`src/sfcs_pkg.sv`:
```
`timescale 1ns / 1ps

package sfcs_pkg;

  localparam int unsigned SECTOR_BYTES      = 512;
  localparam int unsigned CHUNK_BYTES       = 64;
  localparam int unsigned ERASE_BLOCK_BYTES = 4096;

  localparam int unsigned ADDR_W  = 24;
  localparam int unsigned UNITS_W = 19;
  localparam int unsigned PADDR_W = 3;

  localparam logic [UNITS_W-1:0] UNITS_MAX = '1;

  localparam logic [7:0] CMD_WREN    = 8'h06;
  localparam logic [7:0] CMD_ERASE4K = 8'h20;
  localparam logic [7:0] CMD_PROGRAM = 8'h02;
  localparam logic [7:0] CMD_READ    = 8'h03;
  localparam logic [7:0] CMD_RDSR    = 8'h05;
  localparam logic [7:0] CMD_WRSR    = 8'h01;

  localparam int unsigned STATUS_BUSY_BIT = 0;
  localparam int unsigned STATUS_ERR_BIT  = 5;

  localparam logic [PADDR_W-1:0] ADDR_LOG_START = 3'd0;
  localparam logic [PADDR_W-1:0] ADDR_LOG_END   = 3'd4;

  typedef enum logic [2:0] {
    OP_ERASE     = 3'd0,
    OP_WRITE     = 3'd1,
    OP_READ      = 3'd2,
    OP_LOG       = 3'd3,
    OP_STATUS    = 3'd4,
    OP_BUS       = 3'd5,
    OP_UNPROTECT = 3'd6
  } op_e;

  typedef enum logic [2:0] {
    ACT_WREN    = 3'd0,
    ACT_ERASE4K = 3'd1,
    ACT_PROGRAM = 3'd2,
    ACT_READ    = 3'd3,
    ACT_RDSR    = 3'd4,
    ACT_FETCH   = 3'd5,
    ACT_DELIVER = 3'd6,
    ACT_DONE    = 3'd7
  } action_e;

  typedef enum logic [1:0] {
    RC_OK  = 2'd0,
    RC_HW  = 2'd1,
    RC_BUS = 2'd2
  } rc_e;

  typedef enum logic [5:0] {
    MODE_IDLE     = 6'b000001,
    MODE_ERASE    = 6'b000010,
    MODE_WRITE    = 6'b000100,
    MODE_READ     = 6'b001000,
    MODE_LOGERASE = 6'b010000,
    MODE_LOGPROG  = 6'b100000
  } mode_e;

  typedef enum logic [3:0] {
    PH_NONE  = 4'b0001,
    PH_POLL  = 4'b0010,
    PH_CHECK = 4'b0100,
    PH_BUS   = 4'b1000
  } phase_e;

  typedef struct packed {
    op_e         opcode;
    logic [14:0] sector_lba;
    logic [15:0] sector_count;
    logic [7:0]  record_length;
    logic [7:0]  flash_status;
    logic        bus_ok;
  } in_item_t;

  typedef struct packed {
    action_e           action;
    logic [7:0]        flash_command;
    logic [ADDR_W-1:0] flash_address;
    logic [7:0]        transfer_length;
    rc_e               result_code;
  } res_item_t;

  typedef struct packed {
    logic [1:0]         count;
    res_item_t [2:0]    items;
  } bundle_t;

  typedef struct packed {
    mode_e              mode;
    phase_e             phase;
    logic [ADDR_W-1:0]  work_address;
    logic [UNITS_W-1:0] units_left;
    logic [ADDR_W-1:0]  log_address;
  } seq_state_t;

endpackage

```
`src/sfcs_cfg.sv`:
```
`timescale 1ns / 1ps

module sfcs_cfg (
  input  logic                           clk_i,
  input  logic                           rst_ni,
  input  logic                           psel,
  input  logic                           penable,
  input  logic                           pwrite,
  input  logic [sfcs_pkg::PADDR_W-1:0]   paddr,
  input  logic [31:0]                    pwdata,
  output logic [31:0]                    prdata,
  output logic                           pready,
  output logic [sfcs_pkg::ADDR_W-1:0]    log_start_o,
  output logic [sfcs_pkg::ADDR_W-1:0]    log_end_o
);

  logic [sfcs_pkg::ADDR_W-1:0] log_start_q;
  logic [sfcs_pkg::ADDR_W-1:0] log_end_q;
  logic                        wr_en;
  logic                        sel_end;

  assign pready  = 1'b1;
  assign wr_en   = psel & penable & pwrite & pready;
  assign sel_end = paddr[2];

  always_ff @(posedge clk_i or negedge rst_ni) begin
    if (!rst_ni) begin
      log_start_q <= '0;
      log_end_q   <= '1;
    end else if (wr_en) begin
      if (sel_end) begin
        log_end_q <= pwdata[sfcs_pkg::ADDR_W-1:0];
      end else begin
        log_start_q <= pwdata[sfcs_pkg::ADDR_W-1:0];
      end
    end
  end

  always_comb begin
    if (sel_end) begin
      prdata = {8'd0, log_end_q};
    end else begin
      prdata = {8'd0, log_start_q};
    end
  end

  assign log_start_o = log_start_q;
  assign log_end_o   = log_end_q;

endmodule

```
`src/sfcs_step.sv`:
```
`timescale 1ns / 1ps

module sfcs_step (
  input  sfcs_pkg::in_item_t             item_i,
  input  sfcs_pkg::seq_state_t           state_i,
  input  logic [sfcs_pkg::ADDR_W-1:0]    log_start_i,
  input  logic [sfcs_pkg::ADDR_W-1:0]    log_end_i,
  output sfcs_pkg::seq_state_t           state_o,
  output sfcs_pkg::bundle_t              bundle_o
);

  localparam logic [sfcs_pkg::ADDR_W-1:0] SECTOR_STRIDE = 24'(sfcs_pkg::SECTOR_BYTES);
  localparam logic [sfcs_pkg::ADDR_W-1:0] CHUNK_STRIDE  = 24'(sfcs_pkg::CHUNK_BYTES);
  localparam logic [7:0]                  CHUNK_LEN     = 8'(sfcs_pkg::CHUNK_BYTES);
  localparam logic [sfcs_pkg::ADDR_W-1:0] BLOCK_MASK    =
    24'(sfcs_pkg::ERASE_BLOCK_BYTES - 1);
  localparam int unsigned UNITS_PER_SECTOR =
    sfcs_pkg::SECTOR_BYTES / sfcs_pkg::CHUNK_BYTES;

  function automatic sfcs_pkg::res_item_t mk(sfcs_pkg::action_e act, logic [7:0] cmd,
                                             logic [23:0] addr, logic [7:0] len,
                                             sfcs_pkg::rc_e rc);
    sfcs_pkg::res_item_t it;
    it.action          = act;
    it.flash_command   = cmd;
    it.flash_address   = addr;
    it.transfer_length = len;
    it.result_code     = rc;
    return it;
  endfunction

  function automatic sfcs_pkg::bundle_t done_items(sfcs_pkg::rc_e rc);
    sfcs_pkg::bundle_t b;
    b          = '0;
    b.count    = 2'd1;
    b.items[0] = mk(sfcs_pkg::ACT_DONE, 8'd0, '0, 8'd0, rc);
    return b;
  endfunction

  function automatic sfcs_pkg::bundle_t erase_items(logic [23:0] addr);
    sfcs_pkg::bundle_t b;
    b.count    = 2'd3;
    b.items[0] = mk(sfcs_pkg::ACT_WREN, sfcs_pkg::CMD_WREN, '0, 8'd0, sfcs_pkg::RC_OK);
    b.items[1] = mk(sfcs_pkg::ACT_ERASE4K, sfcs_pkg::CMD_ERASE4K, addr, 8'd0,
                    sfcs_pkg::RC_OK);
    b.items[2] = mk(sfcs_pkg::ACT_RDSR, sfcs_pkg::CMD_RDSR, '0, 8'd0, sfcs_pkg::RC_OK);
    return b;
  endfunction

  function automatic sfcs_pkg::bundle_t prog_items(logic [23:0] addr, logic [7:0] len);
    sfcs_pkg::bundle_t b;
    b.count    = 2'd3;
    b.items[0] = mk(sfcs_pkg::ACT_WREN, sfcs_pkg::CMD_WREN, '0, 8'd0, sfcs_pkg::RC_OK);
    b.items[1] = mk(sfcs_pkg::ACT_PROGRAM, sfcs_pkg::CMD_PROGRAM, addr, len,
                    sfcs_pkg::RC_OK);
    b.items[2] = mk(sfcs_pkg::ACT_RDSR, sfcs_pkg::CMD_RDSR, '0, 8'd0, sfcs_pkg::RC_OK);
    return b;
  endfunction

  function automatic sfcs_pkg::bundle_t unit_items(sfcs_pkg::mode_e mode,
                                                   logic [23:0] addr);
    sfcs_pkg::bundle_t b;
    b = '0;
    if (mode == sfcs_pkg::MODE_ERASE) begin
      b = erase_items(addr);
    end else if (mode == sfcs_pkg::MODE_WRITE) begin
      b.count    = 2'd2;
      b.items[0] = mk(sfcs_pkg::ACT_WREN, sfcs_pkg::CMD_WREN, '0, 8'd0, sfcs_pkg::RC_OK);
      b.items[1] = mk(sfcs_pkg::ACT_FETCH, 8'd0, '0, 8'd0, sfcs_pkg::RC_OK);
    end else begin
      b.count    = 2'd2;
      b.items[0] = mk(sfcs_pkg::ACT_READ, sfcs_pkg::CMD_READ, addr, CHUNK_LEN,
                      sfcs_pkg::RC_OK);
      b.items[1] = mk(sfcs_pkg::ACT_DELIVER, 8'd0, '0, 8'd0, sfcs_pkg::RC_OK);
    end
    return b;
  endfunction

  logic [sfcs_pkg::ADDR_W-1:0]  base;
  logic [31:0]                  units_raw;
  logic [sfcs_pkg::UNITS_W-1:0] units_sat;
  logic                         idle;
  logic [sfcs_pkg::ADDR_W:0]    log_sum;
  logic [sfcs_pkg::ADDR_W:0]    log_lim;
  logic [sfcs_pkg::ADDR_W-1:0]  log_wrap;
  logic [sfcs_pkg::ADDR_W-1:0]  stride;
  logic [sfcs_pkg::ADDR_W-1:0]  next_addr;
  logic [sfcs_pkg::UNITS_W-1:0] next_units;
  sfcs_pkg::phase_e             unit_phase;

  assign base      = 24'(32'(item_i.sector_lba) * sfcs_pkg::SECTOR_BYTES);
  assign units_raw = 32'(item_i.sector_count) * UNITS_PER_SECTOR;
  assign units_sat = (units_raw > 32'(sfcs_pkg::UNITS_MAX)) ? sfcs_pkg::UNITS_MAX
                                                            : units_raw[18:0];
  assign idle      = (state_i.mode == sfcs_pkg::MODE_IDLE);
  assign log_sum   = {1'b0, state_i.log_address} + 25'(item_i.record_length);
  assign log_lim   = {1'b0, log_end_i} + 25'd1;
  assign log_wrap  = (log_sum > log_lim) ? log_start_i : state_i.log_address;

  assign stride     = (state_i.mode == sfcs_pkg::MODE_ERASE) ? SECTOR_STRIDE : CHUNK_STRIDE;
  assign next_addr  = state_i.work_address + stride;
  assign next_units = state_i.units_left - 19'd1;
  assign unit_phase = (state_i.mode == sfcs_pkg::MODE_ERASE) ? sfcs_pkg::PH_POLL
                                                             : sfcs_pkg::PH_BUS;

  always_comb begin
    logic do_next;
    do_next  = 1'b0;
    state_o  = state_i;
    bundle_o = '0;

    case (item_i.opcode)
      sfcs_pkg::OP_ERASE: begin
        if (idle) begin
          state_o.mode         = sfcs_pkg::MODE_ERASE;
          state_o.units_left   = 19'(item_i.sector_count);
          state_o.work_address = base;
          if (item_i.sector_count == '0) begin
            bundle_o      = done_items(sfcs_pkg::RC_OK);
            state_o.mode  = sfcs_pkg::MODE_IDLE;
            state_o.phase = sfcs_pkg::PH_NONE;
          end else begin
            bundle_o      = erase_items(base);
            state_o.phase = sfcs_pkg::PH_POLL;
          end
        end
      end
      sfcs_pkg::OP_WRITE, sfcs_pkg::OP_READ: begin
        if (idle) begin
          state_o.mode = (item_i.opcode == sfcs_pkg::OP_WRITE) ? sfcs_pkg::MODE_WRITE
                                                               : sfcs_pkg::MODE_READ;
          state_o.units_left   = units_sat;
          state_o.work_address = base;
          if (units_sat == '0) begin
            bundle_o      = done_items(sfcs_pkg::RC_OK);
            state_o.mode  = sfcs_pkg::MODE_IDLE;
            state_o.phase = sfcs_pkg::PH_NONE;
          end else begin
            bundle_o      = unit_items(state_o.mode, base);
            state_o.phase = sfcs_pkg::PH_BUS;
          end
        end
      end
      sfcs_pkg::OP_LOG: begin
        if (idle) begin
          state_o.units_left = 19'(item_i.record_length);
          state_o.phase      = sfcs_pkg::PH_POLL;
          if ((log_wrap & BLOCK_MASK) == '0) begin
            state_o.mode        = sfcs_pkg::MODE_LOGERASE;
            state_o.log_address = log_wrap;
            bundle_o            = erase_items(log_wrap);
          end else begin
            state_o.mode        = sfcs_pkg::MODE_LOGPROG;
            state_o.log_address = log_wrap + 24'(item_i.record_length);
            bundle_o            = prog_items(log_wrap, item_i.record_length);
          end
        end
      end
      sfcs_pkg::OP_UNPROTECT: begin
        if (idle) begin
          bundle_o.count    = 2'd3;
          bundle_o.items[0] = mk(sfcs_pkg::ACT_WREN, sfcs_pkg::CMD_WREN, '0, 8'd0,
                                 sfcs_pkg::RC_OK);
          bundle_o.items[1] = mk(sfcs_pkg::ACT_PROGRAM, sfcs_pkg::CMD_WRSR, '0, 8'd1,
                                 sfcs_pkg::RC_OK);
          bundle_o.items[2] = mk(sfcs_pkg::ACT_DONE, 8'd0, '0, 8'd0, sfcs_pkg::RC_OK);
          state_o.log_address = log_start_i;
          state_o.mode        = sfcs_pkg::MODE_IDLE;
          state_o.phase       = sfcs_pkg::PH_NONE;
        end
      end
      sfcs_pkg::OP_STATUS: begin
        if (!idle && state_i.phase == sfcs_pkg::PH_POLL) begin
          bundle_o.count    = 2'd1;
          bundle_o.items[0] = mk(sfcs_pkg::ACT_RDSR, sfcs_pkg::CMD_RDSR, '0, 8'd0,
                                 sfcs_pkg::RC_OK);
          if (!item_i.flash_status[sfcs_pkg::STATUS_BUSY_BIT]) begin
            state_o.phase = sfcs_pkg::PH_CHECK;
          end
        end else if (!idle && state_i.phase == sfcs_pkg::PH_CHECK) begin
          if (item_i.flash_status[sfcs_pkg::STATUS_ERR_BIT]) begin
            bundle_o      = done_items(sfcs_pkg::RC_HW);
            state_o.mode  = sfcs_pkg::MODE_IDLE;
            state_o.phase = sfcs_pkg::PH_NONE;
          end else begin
            unique case (state_i.mode)
              sfcs_pkg::MODE_ERASE, sfcs_pkg::MODE_WRITE: begin
                do_next = 1'b1;
              end
              sfcs_pkg::MODE_LOGERASE: begin
                bundle_o            = prog_items(state_i.log_address,
                                                 state_i.units_left[7:0]);
                state_o.log_address = state_i.log_address + 24'(state_i.units_left[7:0]);
                state_o.mode        = sfcs_pkg::MODE_LOGPROG;
                state_o.phase       = sfcs_pkg::PH_POLL;
              end
              default: begin
                bundle_o      = done_items(sfcs_pkg::RC_OK);
                state_o.mode  = sfcs_pkg::MODE_IDLE;
                state_o.phase = sfcs_pkg::PH_NONE;
              end
            endcase
          end
        end
      end
      sfcs_pkg::OP_BUS: begin
        if (!idle && state_i.phase == sfcs_pkg::PH_BUS) begin
          if (!item_i.bus_ok) begin
            bundle_o      = done_items(sfcs_pkg::RC_BUS);
            state_o.mode  = sfcs_pkg::MODE_IDLE;
            state_o.phase = sfcs_pkg::PH_NONE;
          end else if (state_i.mode == sfcs_pkg::MODE_WRITE) begin
            bundle_o.count    = 2'd2;
            bundle_o.items[0] = mk(sfcs_pkg::ACT_PROGRAM, sfcs_pkg::CMD_PROGRAM,
                                   state_i.work_address, CHUNK_LEN, sfcs_pkg::RC_OK);
            bundle_o.items[1] = mk(sfcs_pkg::ACT_RDSR, sfcs_pkg::CMD_RDSR, '0, 8'd0,
                                   sfcs_pkg::RC_OK);
            state_o.phase     = sfcs_pkg::PH_POLL;
          end else begin
            do_next = 1'b1;
          end
        end
      end
      default: begin
      end
    endcase

    if (do_next) begin
      state_o.work_address = next_addr;
      state_o.units_left   = next_units;
      if (next_units == '0) begin
        bundle_o      = done_items(sfcs_pkg::RC_OK);
        state_o.mode  = sfcs_pkg::MODE_IDLE;
        state_o.phase = sfcs_pkg::PH_NONE;
      end else begin
        bundle_o      = unit_items(state_i.mode, next_addr);
        state_o.phase = unit_phase;
      end
    end
  end

endmodule

```
`src/sfcs_out.sv`:
```
`timescale 1ns / 1ps

module sfcs_out (
  input  logic                clk_i,
  input  logic                rst_ni,
  input  logic                load_i,
  input  sfcs_pkg::bundle_t   bundle_i,
  output logic                ready_o,
  output logic                out_valid_o,
  input  logic                out_ready_i,
  output sfcs_pkg::res_item_t item_o,
  output logic                last_o
);

  logic [1:0]        cnt_q;
  logic [1:0]        idx_q;
  sfcs_pkg::bundle_t bundle_q;
  logic              pop;

  assign out_valid_o = (cnt_q != 2'd0);
  assign pop         = out_valid_o & out_ready_i;
  assign ready_o     = (cnt_q == 2'd0) || ((cnt_q == 2'd1) && out_ready_i);

  always_ff @(posedge clk_i or negedge rst_ni) begin
    if (!rst_ni) begin
      cnt_q <= 2'd0;
      idx_q <= 2'd0;
    end else if (load_i) begin
      cnt_q <= bundle_i.count;
      idx_q <= 2'd0;
    end else if (pop) begin
      cnt_q <= cnt_q - 2'd1;
      idx_q <= idx_q + 2'd1;
    end
  end

  always_ff @(posedge clk_i) begin
    if (load_i) begin
      bundle_q <= bundle_i;
    end
  end

  assign item_o = bundle_q.items[idx_q];
  assign last_o = (cnt_q == 2'd1);

endmodule

```
`src/spi_flash_command_sequencer.sv`:
```
`timescale 1ns / 1ps
// Data path: an accepted input item is registered in item_q, then its result items are
// registered in the output serializer, which presents the first. Throughput: one input
// item per cycle when it causes at most one result item and out_ready_i is not held low;
// otherwise the next input item waits until the output serializer hands out the last one.
// Reset (rst_ni low, asynchronous): sequencer idle, log address 0, registers at defaults.

module spi_flash_command_sequencer (
  input  logic                         clk_i,
  input  logic                         rst_ni,
  input  logic                         psel,
  input  logic                         penable,
  input  logic                         pwrite,
  input  logic [sfcs_pkg::PADDR_W-1:0] paddr,
  input  logic [31:0]                  pwdata,
  output logic [31:0]                  prdata,
  output logic                         pready,
  input  logic                         in_valid_i,
  output logic                         in_ready_o,
  input  logic [2:0]                   opcode_i,
  input  logic [14:0]                  sector_lba_i,
  input  logic [15:0]                  sector_count_i,
  input  logic [7:0]                   record_length_i,
  input  logic [7:0]                   flash_status_i,
  input  logic                         bus_ok_i,
  output logic                         out_valid_o,
  input  logic                         out_ready_i,
  output logic [2:0]                   action_o,
  output logic [7:0]                   flash_command_o,
  output logic [23:0]                  flash_address_o,
  output logic [7:0]                   transfer_length_o,
  output logic [1:0]                   result_code_o,
  output logic                         last_o
);

  logic [sfcs_pkg::ADDR_W-1:0] log_start;
  logic [sfcs_pkg::ADDR_W-1:0] log_end;
  sfcs_pkg::in_item_t          item_q;
  logic                        item_vld_q;
  sfcs_pkg::seq_state_t        state_q;
  sfcs_pkg::seq_state_t        state_d;
  sfcs_pkg::bundle_t           bundle;
  sfcs_pkg::res_item_t         res_item;
  logic                        ser_ready;
  logic                        fire;
  logic                        load;
  logic                        in_acc;

  sfcs_cfg u_cfg (
    .clk_i       (clk_i),
    .rst_ni      (rst_ni),
    .psel        (psel),
    .penable     (penable),
    .pwrite      (pwrite),
    .paddr       (paddr),
    .pwdata      (pwdata),
    .prdata      (prdata),
    .pready      (pready),
    .log_start_o (log_start),
    .log_end_o   (log_end)
  );

  assign fire       = item_vld_q & ((bundle.count == 2'd0) | ser_ready);
  assign load       = fire & (bundle.count != 2'd0);
  assign in_ready_o = ~item_vld_q | fire;
  assign in_acc     = in_valid_i & in_ready_o;

  always_ff @(posedge clk_i or negedge rst_ni) begin
    if (!rst_ni) begin
      item_vld_q <= 1'b0;
    end else if (in_acc) begin
      item_vld_q <= 1'b1;
    end else if (fire) begin
      item_vld_q <= 1'b0;
    end
  end

  always_ff @(posedge clk_i) begin
    if (in_acc) begin
      item_q.opcode        <= sfcs_pkg::op_e'(opcode_i);
      item_q.sector_lba    <= sector_lba_i;
      item_q.sector_count  <= sector_count_i;
      item_q.record_length <= record_length_i;
      item_q.flash_status  <= flash_status_i;
      item_q.bus_ok        <= bus_ok_i;
    end
  end

  always_ff @(posedge clk_i or negedge rst_ni) begin
    if (!rst_ni) begin
      state_q.mode         <= sfcs_pkg::MODE_IDLE;
      state_q.phase        <= sfcs_pkg::PH_NONE;
      state_q.work_address <= '0;
      state_q.units_left   <= '0;
      state_q.log_address  <= '0;
    end else if (fire) begin
      state_q <= state_d;
    end
  end

  sfcs_step u_step (
    .item_i      (item_q),
    .state_i     (state_q),
    .log_start_i (log_start),
    .log_end_i   (log_end),
    .state_o     (state_d),
    .bundle_o    (bundle)
  );

  sfcs_out u_out (
    .clk_i       (clk_i),
    .rst_ni      (rst_ni),
    .load_i      (load),
    .bundle_i    (bundle),
    .ready_o     (ser_ready),
    .out_valid_o (out_valid_o),
    .out_ready_i (out_ready_i),
    .item_o      (res_item),
    .last_o      (last_o)
  );

  assign action_o          = res_item.action;
  assign flash_command_o   = res_item.flash_command;
  assign flash_address_o   = res_item.flash_address;
  assign transfer_length_o = res_item.transfer_length;
  assign result_code_o     = res_item.result_code;

endmodule
```
`config.mk`:
```
export PLATFORM = sky130hd
export DESIGN_NAME = spi_flash_command_sequencer
export DESIGN_NICKNAME = d
export VERILOG_FILES = /design/src/sfcs_pkg.sv /design/src/sfcs_cfg.sv /design/src/sfcs_step.sv /design/src/sfcs_out.sv /design/src/spi_flash_command_sequencer.sv
export SDC_FILE = /design/constraint.sdc
export NUM_CORES = 1
export LEC_CHECK = 0
export ABC_CLOCK_PERIOD_IN_PS = 20400
export BUFFER_PORTS_ARGS = -buffer_cell sky130_fd_sc_hd__buf_2
export CORE_MARGIN = 10
export CORE_UTILIZATION = 25
export DETAILED_ROUTE_END_ITERATION = 8
export SYNTH_ARGS = -nofsm -noshare
export SYNTH_HDL_FRONTEND = slang
export SYNTH_SLANG_ARGS = --single-unit
```
`constraint.sdc`:
```
create_clock -name clk_i -period 20.4 [get_ports clk_i]
set_input_delay 0 -clock clk_i [delete_from_list [all_inputs] [get_ports clk_i]]
set_output_delay 0 -clock clk_i [all_outputs]
set_load 0.05 [all_outputs]
```
======== Yosys cells after proc, flatten, opt, wreduce, memory -nomap -nowiden ========
Cells that the tools add are included.
word-level totals
  bits of input ports ..................... 93
  bits in registers ....................... 314
  output and inout port bits .............. 81
cells by class
  equality and inequality tests ........... 31
  add/subtract/negate cells ............... 8
  magnitude comparators ................... 3
  reductions and logical operators ........ 29
  mux-type cells .......................... 84
  bitwise logic cells ..................... 10
operator list
  operator                                                          number
  137-bit 2-to-1 mux                                                11
  137-bit one-hot mux with 6 select lines                           1
  90-bit 2-to-1 mux                                                 5
  137-bit one-hot mux with 2 select lines                           1
  89-bit 2-to-1 mux                                                 3
  24-bit 2-to-1 mux                                                 8
  45-bit 2-to-1 mux                                                 4
  53-bit 2-to-1 mux                                                 3
  45-bit binary-select mux with 2-bit select                        1
  24-bit one-hot mux with 3 select lines                            1
  10-bit 2-to-1 mux                                                 6
  10-bit one-hot mux with 6 select lines                            1
  19-bit one-hot mux with 3 select lines                            1
  24-bit by 8-bit adder with 24-bit output                          2
  24-bit one-hot mux with 2 select lines                            1
  43-bit 2-to-1 mux                                                 1
  19-bit zero test                                                  2
  4-bit 2-to-1 mux                                                  8
  6-bit 2-to-1 mux                                                  5
  24-bit by 1-bit adder with 25-bit output (second input constant)  1
  24-bit by 8-bit adder with 25-bit output                          1
  25-bit greater-than comparator                                    1
  24-bit adder                                                      1
  24-bit zero test                                                  1
  47 further kinds                                                  95

======== Logic depth before layout (Yosys ltp) ========
  depth after elaboration ................. 15
  mapped depth ............................ 36
  mapped depth without buffers ............ 32

======== Cells and area by module ========
A second synthesis with hierarchy kept.
unflattened totals
  cells, all modules ...................... 2058
  area total of the unflattened synthesis .. 20721.1 sq um
modules (own cells, without submodules)
  module                       cells each  area an instance (sq um)  seq. area each (sq um)  instances
  sfcs_step                    1388        8557.0                    0.0                     1
  sfcs_out                     309         5282.6                    4154.0                  1
  spi_flash_command_sequencer  221         4578.1                    3485.8                  1
  sfcs_cfg                     140         2303.5                    1231.2                  1

======== Least setup slack after synthesis ========
OpenSTA, ideal clock, no wires.
  path kind ............................... register to register
  start ................................... register item_q[9] in the netlist's numbering
  end ..................................... register state_q[22] in the netlist's numbering
  buffers on the path ..................... 5
  stages on the path, launching flop included .. 37
  period minus slack after synthesis ...... 7091 ps
  data required time ...................... 20276 ps
  slack ................................... 13309 ps
  arrival ................................. 6967 ps
  path through ............................ edfxtp_1 -> ha_1 -> fa_1 -> a21o_1 -> a21oi_1 -> o21bai_1 -> a21oi_1 -> o21bai_1 -> a21oi_1 -> nand2b_1 -> nor2_1 -> and3_1 -> ha_1 -> nand4_1 -> nor4_1 -> nand2_1 -> or3_1 -> o21ai_0 -> buf_2 -> buf_2 -> buf_2 -> buf_2 -> nand2_1 -> nand2_1 -> ha_1 -> inv_1 -> fa_1 -> nor2b_1 -> o2111ai_1 -> nand4_1 -> and2_1 -> clkbuf_1 -> nand4_1 -> a21oi_1 -> mux2i_1 -> a21oi_1 -> a211o_1
on the way
  word-level cells in the longest chain between the ends .. 7
  elaborated cells on any way between the ends .. 8
RTL lines
  what                                                                                 RTL line                            RTL
  start: declaration                                                                   spi_flash_command_sequencer.sv:38   sfcs_pkg::in_item_t item_q;
  24-bit by 8-bit adder with 25-bit output                                             sfcs_step.sv:96                     assign log_sum = {1'b0, state_i.log_address} + 25'(item_i.record_length);
  25-bit greater-than comparator                                                       sfcs_step.sv:98                     assign log_wrap = (log_sum > log_lim) ? log_start_i : state_i.log_address;
  24-bit 2-to-1 mux                                                                    sfcs_step.sv:98
  24-bit by 8-bit adder with 24-bit output / 24-bit zero test (equally long branches)  sfcs_step.sv:154, sfcs_step.sv:148
  24-bit 2-to-1 mux *                                                                  sfcs_step.sv:148                    if ((log_wrap & BLOCK_MASK) == '0) begin
  43-bit 2-to-1 mux *                                                                  sfcs_step.sv:145                    if (idle) begin
  24-bit one-hot mux with 3 select lines *                                             sfcs_step.sv:112                    case (item_i.opcode)
  end signal: assignment                                                               spi_flash_command_sequencer.sv:97   state_q <= state_d;
  end: declaration                                                                     spi_flash_command_sequencer.sv:40   sfcs_pkg::seq_state_t state_q;
Mark *: on every way between the ends. The rest lies on a longest branch, timed or not. The select of a mux whose other input is x is not followed.
A chain may end at the register's enable or synchronous reset.

======== Final worst setup path ========
  start ................................... register item_q[9] in the netlist's numbering
  end ..................................... register state_q[15] in the netlist's numbering
The elaborated chain is that of the path after synthesis.

==> flow_summary.yaml <==
sta:
  clock.fmax_mhz: 124
  post-route-period-util: 0.395
  setup-tns-final_ns: 0
  holdWs_ns: -0.00660
  rsz0062_at_grt: "no"
  setup_viol: 0
  hold_viol: 1
  slew_headroom: 0.214
  fin_crit_ns: 8.06
  worstMarginPinSlew_ns: 1.18
  worst_clock_skew_ns: 0.0241
  drv_slew: 0
setup_path:
  critPathLaunch: "item_q[9]"
  crit_path_end_kind: "flip-flop"
  r2r-start: "item_q[9]"
  slowest_stage: "a21oi_1"
  r2r_slack_ns: 12.34
  worst_ep_arrival_time_ns: 8.49
  cp_max_fo: 38
  worstPathRequired_ns: 20.83
  critPathLaunchType: "flip-flop"
  crit_type: "flip-flop to flip-flop"
  cpPeakStageDelay_ns: 0.52
placement:
  dpl.cell_count: 2560
  dp.final_hpwl_um: 39500
  post_dp_cell_area_sq_mm: 0.0172
  gp_congestion: 0.902
  port_buffers: 144
clock_network:
  cts_tree: "done"
  htreeDepth: 1
  post_cts_buffers: 0
  path_clk_slew_ns: 0.07
  cts_buffers: 27
  clk-insertion-delay-late_ns: 0.56
  clk_root_buffer_cell: "clkbuf_16"
  cts_buffer_depth: 3
  clock_sinks: 239
routing:
  vias: 13820
  first_pass_iters: 5
  drtAntennaViolNets: 0
  vias_per_cell: 5.15
  drc: 0
  dr.first_iter.drc_count: 1146
  wl_per_cell_um: 19.7
  routed_wl_um: 52800
cells_and_area:
  multiInputGateArea_sq_mm: 0.00854
  regArea_sq_mm: 0.00659
  area_growth_pct: 19.5
  fin_cells: 2682
  fin_nets: 1980
  drive_above_1_share: 0.179
  nFillCells: 6442
  n_antenna_cell: 0
  stdcell_area_sq_mm: 0.0188
global_route:
  grt_max_degree: 48
  grt_overflow: 0
  grt_use_met3: 0.0185
  antenna_found_initial: 0
  busiest_layer: "met2"
  grt_pass1_wl_um: 81400
  grt_pass1_vias: 13622
  grtUsageTotal: 0.138
  grt_util_met2: 0.226
  grt_use_met1: 0.181
yosys:
  synth_area_leaders: "edfxtp_1 (22%), dfrtp_1 (16%), mux2_2 (5.2%), o21ai_0 (5.0%), ha_1 (4.7%)"
  synth_warnings: 0
  async_reset_ff_frac: 0.519
  syn_inst: 1669
  yosysSeqAreaShare: 0.418
  ys.flop_type: "edfxtp_1"
  synth_edf_count: 115
  synth.most_common_cell: "nand2_1"
  synth_common_cells: "nand2_1 (160), o21ai_0 (157), nor2_1 (138), edfxtp_1 (115), dfrtp_1 (98)"
  syn_area_sq_mm: 0.0158
  synth-seq-cells: 239
  syn_area_per_cell_sq_um: 9.44
  ys_types: 86
  synth_top_cell_by_area: "edfxtp_1"
  synth_top_area_frac: 0.219
die:
  io_pins: 174
  core_sq_mm: 0.0621
  fp.dieW_um: 271
  start_util: 0.254
  rows: 91
  die_h_um: 271
  die-area_sq_mm: 0.0735
run_status:
  status: "complete, but fails checks"
  violations: "negative hold slack"
pwr:
  power.density_mw_per_mm2: 137
  irDropWorstVdd_mv: 0.0630
  cellLeakagePower_nw: 7.63
min_path:
  hp-class: "input port to asynchronous set/reset pin"
run:
  maxCapViolCount: 0
-- critical path, delay by kind of cell (launching register included) --
| family | cells | cell delay, ns |
|---|---|---|
| mux | 1 | 0.21 |
| fa+ha+maj | 4 | 1.26 |
| compound gates | 12 | 2.46 |
| buf+inv | 2 | 0.82 |
| xor+xnor | 1 | 0.12 |
| flops | 1 | 0.49 |
| simple gates | 11 | 2.59 |
-- routing by layer --
layer	wire length, um	vias to the layer above	part of all wire
li1	-	6468	-
met1	22800	6726	0.43
met2	24900	543	0.47
met3	3460	83	0.066
met4	1640	0	0.031
met5	0	-	0
-- path summary, 6_finish.rpt --
check / end / cells past startpoint
max: state_q[15] / 31
min: u_cfg.log_start_o[5] / 2
max reg2reg: state_q[15] / 31
min reg2reg: state_q[40] / 2
max in group asynchronous: u_out.idx_q[0] / 3
min in group clk_i: u_cfg.log_end_o[23] / 4
-- where the power goes --
part	switching, W	total (W)	internal [W]
Combinational	0.000825	0.00126	0.000440
Clock	0.000206	0.000490	0.000284
Sequential	0.000185	0.000821	0.000636
Total	0.00122	0.00258	0.00136
-- per-stage QoR --
| stage | worst slack [ns] | utilization | power, W |
|---|---|---|---|
| 2_1_floorplan | 13.31 | - | 0.00172 |
| 3_3_place_gp | 12.41 | 0.277 | 0.00205 |
| 3_5_place_dp | 12.33 | 0.277 | 0.00207 |
| 4_1_cts | 12.33 | 0.303 | 0.00258 |
| 5_1_grt | 11.77 | 0.303 | 0.00275 |
| 6_report | 12.34 | 0.303 | 0.00258 |
-- layout make-up --
class / instances / share of cell area
Timing Repair Buffer: 236 / 0.0848
Inverter: 46 / 0.00917
Clock inverter: 18 / 0.00964
Multi-Input combinational cell: 1275 / 0.454
Tap cell: 837 / 0.0556
Clock buffer: 31 / 0.0372
Sequential cell: 239 / 0.350
-- registers in the layout (all words and copies together) (netlist names) --
signal and flops:
state_q 71, u_out.bundle_q 70, item_q 45, u_cfg.log_end_o 24
u_cfg.log_start_o 24, u_out.cnt_q 2, u_out.idx_q 2, item_vld_q 1
-- cells in the final DEF, fill, tap and decap left out, types with 26 or more instances in the layout --
cell	instances
inv_1	45
dlygate4sd3_1	73
mux2_2	73
xnor2_1	55
nand3_1	47
mux2i_1	44
nor3_1	38
and3_1	30
o21ai_0	156
ha_1	59
edfxtp_1	115
a21oi_1	83
dfrtp_1	98
xor2_1	38
a222oi_1	34
buf_2	143
nand2_1	160
clkbuf_16	27
dfstp_2	26
nor2_1	136
-- kinds of logic (layout without fill, tap and decap cells) --
group	Yosys count	in the layout	share of synthesized area
buf+inv	167	331	0.0448
mux	117	117	0.0801
other cells	2	14	0.000477
xor+xnor	93	93	0.0517
simple gates	551	551	0.170
compound gates	438	438	0.184
flops	239	239	0.418
fa+ha+maj	62	62	0.0507
-- repair_timing --
item                      CTS  global route
hold endpoints to repair  134             0
hold buffers               73             0
resized for setup           0             0
(Power assumes the default switching activity.)
